File: src/sv/oas_pkg.sv
`timescale 1ns / 1ps
// shared types, constants and base matching for the overlap alignment score fill
// no dependencies

package oas_pkg;

  localparam int SCORE_W = 20;
  localparam int SUM_W   = SCORE_W + 1;
  localparam int PEN_W   = 7;
  localparam int BASE_W  = 8;
  localparam int COL_W   = 13;
  localparam int CFG_IDX_W = 2;

  localparam logic signed [PEN_W-1:0] MATCH_RST      = 7'sd5;
  localparam logic signed [PEN_W-1:0] MISMATCH_RST   = -7'sd4;
  localparam logic signed [PEN_W-1:0] GAP_OPEN_RST   = -7'sd12;
  localparam logic signed [PEN_W-1:0] GAP_EXTEND_RST = -7'sd4;

  localparam logic [BASE_W-1:0] CHAR_N    = "N";
  localparam logic [BASE_W-1:0] CHAR_N_LC = "n";

  typedef enum logic [CFG_IDX_W-1:0] {
    CFG_MATCH      = 2'd0,
    CFG_MISMATCH   = 2'd1,
    CFG_GAP_OPEN   = 2'd2,
    CFG_GAP_EXTEND = 2'd3
  } oas_cfg_idx_t;

  typedef enum logic [1:0] {
    MV_DIAG = 2'd0,
    MV_UP   = 2'd1,
    MV_LEFT = 2'd2
  } oas_move_t;

  typedef struct packed {
    logic signed [PEN_W-1:0] match;
    logic signed [PEN_W-1:0] mismatch;
    logic signed [PEN_W-1:0] gap_start;
    logic signed [PEN_W-1:0] gap_cont;
  } oas_scores_t;

  // per-cell load control for sequence a
  typedef struct packed {
    logic              wr;
    logic              clear;
    logic [BASE_W-1:0] base;
  } oas_load_t;

  // one column word travelling down the row of cells
  typedef struct packed {
    logic                      vld;
    logic [BASE_W-1:0]         b;
    logic                      first;
    logic                      diag_ok;
    logic signed [SCORE_W-1:0] diag_src;
    logic                      up_ok;
    logic signed [SCORE_W-1:0] up_src;
    oas_move_t                 up_mv;
    logic [COL_W-1:0]          col;
  } oas_token_t;

  function automatic logic [BASE_W-1:0] upcase(logic [BASE_W-1:0] c);
    logic [BASE_W-1:0] r;
    r = c;
    if (c >= "a" && c <= "z") r = c - 8'd32;
    return r;
  endfunction

  function automatic logic [3:0] iupac_set(logic [BASE_W-1:0] c);
    logic [3:0] s;
    unique case (upcase(c))
      "A":     s = 4'd1;
      "C":     s = 4'd2;
      "G":     s = 4'd4;
      "T":     s = 4'd8;
      "R":     s = 4'd5;
      "Y":     s = 4'd10;
      "S":     s = 4'd6;
      "W":     s = 4'd9;
      "K":     s = 4'd12;
      "M":     s = 4'd3;
      "B":     s = 4'd14;
      "D":     s = 4'd13;
      "H":     s = 4'd11;
      "V":     s = 4'd7;
      "N":     s = 4'd15;
      default: s = 4'd0;
    endcase
    return s;
  endfunction

  function automatic logic bases_match(logic [BASE_W-1:0] a, logic [BASE_W-1:0] b);
    logic [3:0] ma;
    logic [3:0] mb;
    logic [3:0] both;
    logic       m;
    ma   = iupac_set(a);
    mb   = iupac_set(b);
    both = ma & mb;
    m = (upcase(a) == upcase(b))
        || (a == CHAR_N) || (a == CHAR_N_LC) || (b == CHAR_N) || (b == CHAR_N_LC)
        || ((ma != 4'd0) && (mb != 4'd0) && ((both == ma) || (both == mb)));
    return m;
  endfunction

endpackage

File: src/sv/oas_cell.sv
`timescale 1ns / 1ps
// one row of the score grid: holds its a base and last column score and move
// depends on oas_pkg

module oas_cell import oas_pkg::*; (
  input  logic        clk,
  input  logic        rst,
  input  logic        en,
  input  oas_scores_t scores,
  input  oas_load_t   ld,
  input  oas_token_t  tin,
  output oas_token_t  tout
);

  logic                      active;
  logic [BASE_W-1:0]         a_base;
  logic signed [SCORE_W-1:0] score;
  oas_move_t                 move;

  logic signed [SCORE_W-1:0] old_s;
  oas_move_t                 old_m;
  logic signed [SUM_W-1:0]   diag_c;
  logic signed [SUM_W-1:0]   up_c;
  logic signed [SUM_W-1:0]   left_c;
  logic signed [SUM_W-1:0]   best;
  logic signed [SCORE_W-1:0] best_sat;
  oas_move_t                 best_mv;
  logic                      have;
  oas_token_t                tnext;

  always_comb begin
    old_s  = tin.first ? '0 : score;
    old_m  = tin.first ? MV_UP : move;
    diag_c = SUM_W'(tin.diag_src)
             + SUM_W'(bases_match(a_base, tin.b) ? scores.match : scores.mismatch);
    up_c   = SUM_W'(tin.up_src)
             + SUM_W'((tin.up_mv == MV_UP) ? scores.gap_cont : scores.gap_start);
    left_c = SUM_W'(old_s)
             + SUM_W'((old_m == MV_LEFT) ? scores.gap_cont : scores.gap_start);

    // ties keep diagonal, then up, then left
    best    = diag_c;
    best_mv = MV_DIAG;
    have    = tin.diag_ok;
    if (tin.up_ok && (!have || up_c > best)) begin
      best    = up_c;
      best_mv = MV_UP;
      have    = 1'b1;
    end
    if (!have || left_c > best) begin
      best    = left_c;
      best_mv = MV_LEFT;
    end

    if (best[SUM_W-1] != best[SUM_W-2]) begin
      best_sat = best[SUM_W-1] ? {1'b1, {(SCORE_W-1){1'b0}}} : {1'b0, {(SCORE_W-1){1'b1}}};
    end else begin
      best_sat = best[SCORE_W-1:0];
    end

    tnext = tin;
    if (active) begin
      tnext.diag_ok  = 1'b1;
      tnext.diag_src = old_s;
      tnext.up_ok    = 1'b1;
      tnext.up_src   = best_sat;
      tnext.up_mv    = best_mv;
    end
  end

  always_ff @(posedge clk) begin
    if (rst) begin
      active <= 1'b0;
    end else if (ld.wr) begin
      active <= 1'b1;
    end else if (ld.clear) begin
      active <= 1'b0;
    end
  end

  always_ff @(posedge clk) begin
    if (ld.wr) a_base <= ld.base;
    if (en && tin.vld && active) begin
      score <= best_sat;
      move  <= best_mv;
    end
  end

  always_ff @(posedge clk) begin
    if (rst) begin
      tout.vld <= 1'b0;
    end else if (en) begin
      tout <= tnext;
    end
  end

endmodule

File: config.mk
export PLATFORM = sky130hd
export DESIGN_NAME = oas_cell
export DESIGN_NICKNAME = d
export VERILOG_FILES = /design/src/sv/oas_pkg.sv /design/src/sv/oas_cell.sv
export SDC_FILE = /design/constraint.sdc
export NUM_CORES = 1
export LEC_CHECK = 0
export BUFFER_PORTS_ARGS = -buffer_cell sky130_fd_sc_hd__buf_2
export CORE_ASPECT_RATIO = 1.4
export CORE_UTILIZATION = 34
export DETAILED_ROUTE_END_ITERATION = 10
export PLACE_DENSITY = 0.54
export RECOVER_POWER = 50
export SYNTH_ARGS = -nofsm -noshare
export SYNTH_HDL_FRONTEND = slang
export SYNTH_SLANG_ARGS = --single-unit
File: constraint.sdc
create_clock -name clk -period 29 [get_ports clk]
set_input_delay 2.9 -clock clk [delete_from_list [all_inputs] [get_ports clk]]
set_output_delay 2.9 -clock clk [all_outputs]
set_load 0.05 [all_outputs]
# Word-level counts from Yosys, hierarchy flattened
# Cells that the tools add are included.
# W data, S select, Z words.
[word_totals]
register_bits = 98
in_bits = 108
output_inout_bits = 67
word_cells = 106
[op_classes]
n_addsub = 5
order_cmp = 6
eq_ne = 40
mux = 19
bitwise = 2
n_reduce_logical = 21
[ops]
columns = ["operator", "count"]
rows = [
  ["$eq A8 B7 Y1 const B", 34],
  ["$pmux W4 S15", 2],
  ["$mux W21", 5],
  ["$add A20 B21 Y21", 3],
  ["$mux W20", 3],
  ["$mux W43", 1],
  ["$gt A21 B21 Y1", 2],
  ["$ge A8 B7 Y1 const B", 2],
  ["$le A8 B7 Y1 const B", 2],
  ["$mux W8", 2],
  ["$sub A8 B6 Y8 const B", 2],
  ["$eq A4 B4 Y1", 2],
  ["$eq A8 B8 Y1", 1],
  ["$logic_or A1 B1 Y1", 8],
  ["$reduce_bool A4 Y1", 2],
  ["$logic_and A1 B1 Y1", 7],
  ["$and A4 B4 Y4", 1],
  ["$mux W1", 4],
  ["$mux W2", 2],
  ["$eq A2 B1 Y1 const B", 1],
  ["$eq A2 B2 Y1 const B", 1],
  ["$logic_not A1 Y1", 2],
  ["$reduce_and A2 Y1", 1],
  ["$reduce_bool A2 Y1", 1],
  ["other kinds (2)", 2],
]

# Logic depth before layout (Yosys ltp)
[depth]
depth_word = 22
depth_mapped = 57
mapped_depth_nobuf = 50

# Worst setup path after synthesis
# OpenSTA, ideal clock, no wires.
[synth_path]
path_type = "in2reg"
startpoint = "in tin[58] in the netlist's numbering"
endpoint = "reg tout[31] in the netlist's numbering (data pin)"
setup_ps = 146
t_arrival_ps = 12285
required_time_ps = 28854
path_slack_ps = 16569
stages = 54
n_path_buf = 7
path_cell_list = "clkbuf_1 > nor4_1 > o21ai_0 > o211ai_1 > or3_1 > a21oi_1 > o211ai_1 > or4_1 > nand2_1 > a21oi_1 > or4_1 > clkbuf_1 > mux2_2 > ha_1 > fa_1 > nand3_1 > nand2_1 > a21oi_1 > (+18 left out) > a21oi_1 > ha_1 > a21o_1 > nand2_1 > nand3_1 > a211oi_1 > o21ai_0 > a21oi_1 > a211oi_1 > nor2_1 > clkbuf_1 > nand2_1 > mux2i_1 > a21o_2 > buf_4 > inv_2 > maj3_1 > a21oi_1"
[synth_lines]
columns = ["item", "line_no", "rtl"]
rows = [
  ["start, declared", "oas_cell.sv:11", "input oas_token_t tin,"],
  ["end signal, assigned", "oas_cell.sv:93", "tout <= tnext;"],
  ["end, declared", "oas_cell.sv:12", "output oas_token_t tout"],
]

==> run metrics <==
hold crit path type=reg2reg; power per cell area=61.5 nW/um^2; GP Congestion=0.897; GRT overflow=0; Worst-path clk slew=0.07 ns; area grow syn2layout=14.6%; Hold Crit Start=tout[66]; worst setup path startpoint=tin[58]; DP Wirelength=21900 um; worst-skew pair later-pin latency=0.37 ns; Cell Area, Synth=9470 sq um; most used cell, CP=a21oi_1; clk sinks=98; DRT iter0 DRCs=341; syn_nets=1231; Final period util=48.5%; final setup TNS=0 ns; Cells after Synth=1017; Core Box Area=27100 sq um; post-CTS sizing=0; multi-input logic area=6100 sq um; clock buffer depth=2; Post-synth EDFFs=96; Hold Fails Final Rpt=0; kind of critical path=in2reg; Synth Flop Type=edfxtp_1; reg-to-reg startpoint=a_base[2]; First-pass DRT Iterations=7; placed cell count=1523; Req. time, crit path=29.13 ns; pin count of the biggest net entering global routing=67; Tot GR Track Use=19.8%; synth warn=0; CTS root buf=clkbuf_16; Via density=5.24; Clock Skews=0.00645 ns; max cap viols=1; register area share after synthesis=30.9%; Reg area=2920 sq um; DRT Wirelength=27600 um; row count=71; slew margin rel.=-4.10%; highest clock rate=0.0712 GHz; largest family of logic cells by synthesized area=compound AO/OA/AOI/OAI gates; Crit-path slowest cell=or4_1; Worst VDD drop=0.0279 mV; Slew Limit Fails=23; Avg WL per Cell=17.9 um; die extent in x=143 um; ant diodes=0; outcome=finished, violations left; initial antenna violation count=0; Async SR Flop Fraction=0%; Detail Route Antenna Nets=0; post-synthesis cell type count=72; vias in the first global route=8062; Final setup viols=0; initial core utilization=34.9%; die height=199 um; FF+latch count, synth=98; CTS buffer count=9; IO Port Bufs=174; Post-Syn Area per Cell=9.31 sq um; RSZ-0062 raised after global routing=false; TritonCTS clock tree=done; DRC violations left=0; Compound-Gate Fraction of Synth Area=18.3%; io pins=175; violated checks=capacitance limit, slew limit; hold_buf cts=0; post-route insts no fill=1539; Worst setup SP type=input pin; Leakage=4.57 nW; Post-Synth Adder-Cell Area=16.4%; Setup Fix Bufs, Post-CTS=0; share of cells above drive strength 1=19.3%; fin crit period=14.05 ns; Worst-Margin Slew=1.56 ns; Critical Path Max Stage Delay=0.72 ns; Die ar.=28500 sq um; FILL cells=2772; critical path endpoint category=flip-flop; Synth Area in XOR/XNOR=5.83%; Final nets=1383; post-synthesis simple-gate area fraction=13.7%; mux share of post-synthesis cell area=10.0%; first-pass GRT wire length=42500 um; Crit Path Max Fanout=23; number of vias after detailed routing=8070; worst endpoint data arrival time=14.18 ns; H-tree depth=3
## routing by layer
layer,global-route usage [%],wire [um]
met2,35.2,13700
met4,7.85,795
met5,0,0
met1,24.0,11900
met3,2.32,1170
## worst max-delay path, delay by kind of cell
family                   cells  cell delay (ns)
buffers and inverters        4             1.31
AO/OA/AOI/OAI               19             3.71
AND/OR/NAND/NOR             18             3.77
multiplexers                 2             0.63
XOR/XNOR                     1             0.17
adder cells (fa/ha/maj)      5             1.68
## flip-flops by register name, summed over array words and instances (netlist names)
signal,cells
a_base,8
active,1
score,20
move,2
tout,67
## synth_stat cells, types with 5 or more instances
master / instances / area (sq um)
a211oi_1: 13 / 97.6
a21o_1: 28 / 210
a21oi_1: 96 / 480
a31oi_1: 7 / 43.8
and3_1: 14 / 87.6
clkbuf_1: 31 / 116
edfxtp_1: 96 / 2880
ha_1: 103 / 1290
inv_1: 71 / 267
maj3_1: 5 / 50.1
maj3_2: 14 / 158
mux2_2: 63 / 709
mux2i_1: 23 / 230
nand2_1: 59 / 221
nand2b_1: 12 / 75.1
nand3_1: 18 / 90.1
nand4_1: 12 / 75.1
nor2_1: 65 / 244
nor2b_1: 33 / 206
nor3_1: 12 / 60.1
nor4_1: 6 / 37.5
o211ai_1: 6 / 45.0
o21a_1: 6 / 45.0
o21ai_0: 59 / 295
o21bai_1: 7 / 52.6
o22ai_1: 6 / 37.5
or2_2: 6 / 37.5
xnor2_1: 40 / 350
xor2_1: 23 / 201
## final timing paths
| kind | endpoint | slack, ns | cells after the start |
|---|---|---|---|
| min reg2reg | tout[66] | 0.51 | 2 |
| min | tout[66] | 0.51 | 2 |
| max reg2reg | tout[17] | 17.09 | 49 |
| max | tout[17] | 14.95 | 49 |
## layout make-up
type / count / share of cell area (%)
multi-input combinational: 808 / 56.2
sequential: 98 / 26.9
timing repair buffer: 180 / 7.72
tap: 365 / 4.21
inverter: 72 / 2.49
clock buffer: 11 / 2.14
clock inverter: 5 / 0.288
## cell families (layout without fill, tap and decap cells)
logic type                 count (synthesis)  in the layout
buffers and inverters                    111            268
xor gates and xnor gates                  63             63
muxes                                     87             87
DFF                                       98             98
adders and majority gates                125            125
and+or+nand+nor                          259            259
AOI/OAI and AO/OA                        274            274
## power breakdown
part / switching (W) / total, W / internal, W
Clock: 0.0000577 / 0.000116 / 0.0000579
Sequential: 0.00000587 / 0.000187 / 0.000181
Combinational: 0.000224 / 0.000364 / 0.000140
Total: 0.000288 / 0.000667 / 0.000379
## per-stage QoR
step | hold slack, ns | cell area (sq um) | utilization, % | power (W) | setup slack (ns)
after detailed placement | 0.488 | 10700 | 39.4 | 0.000554 | 14.94
after floorplan | 0.687 | 9470 | - | 0.000466 | 16.57
after CTS | 0.505 | 10900 | 40.3 | 0.000675 | 15.32
after global routing | 0.536 | 10900 | 40.1 | 0.000717 | 13.84
final | 0.505 | 10900 | 40.1 | 0.000667 | 14.95
after global placement | 0.472 | 10700 | 39.4 | 0.000555 | 15.19
## cell usage in the layout (no fill, tap or decap), types with 40 or more instances in the layout
cell type / instances
nand2_1: 59
nor2_1: 65
ha_1: 103
clkbuf_1: 62
mux2_2: 63
buf_2: 115
o21ai_0: 59
a21oi_1: 96
xnor2_1: 40
edfxtp_1: 96
inv_1: 71
No activity file was read; power rests on OpenSTA's default activity.
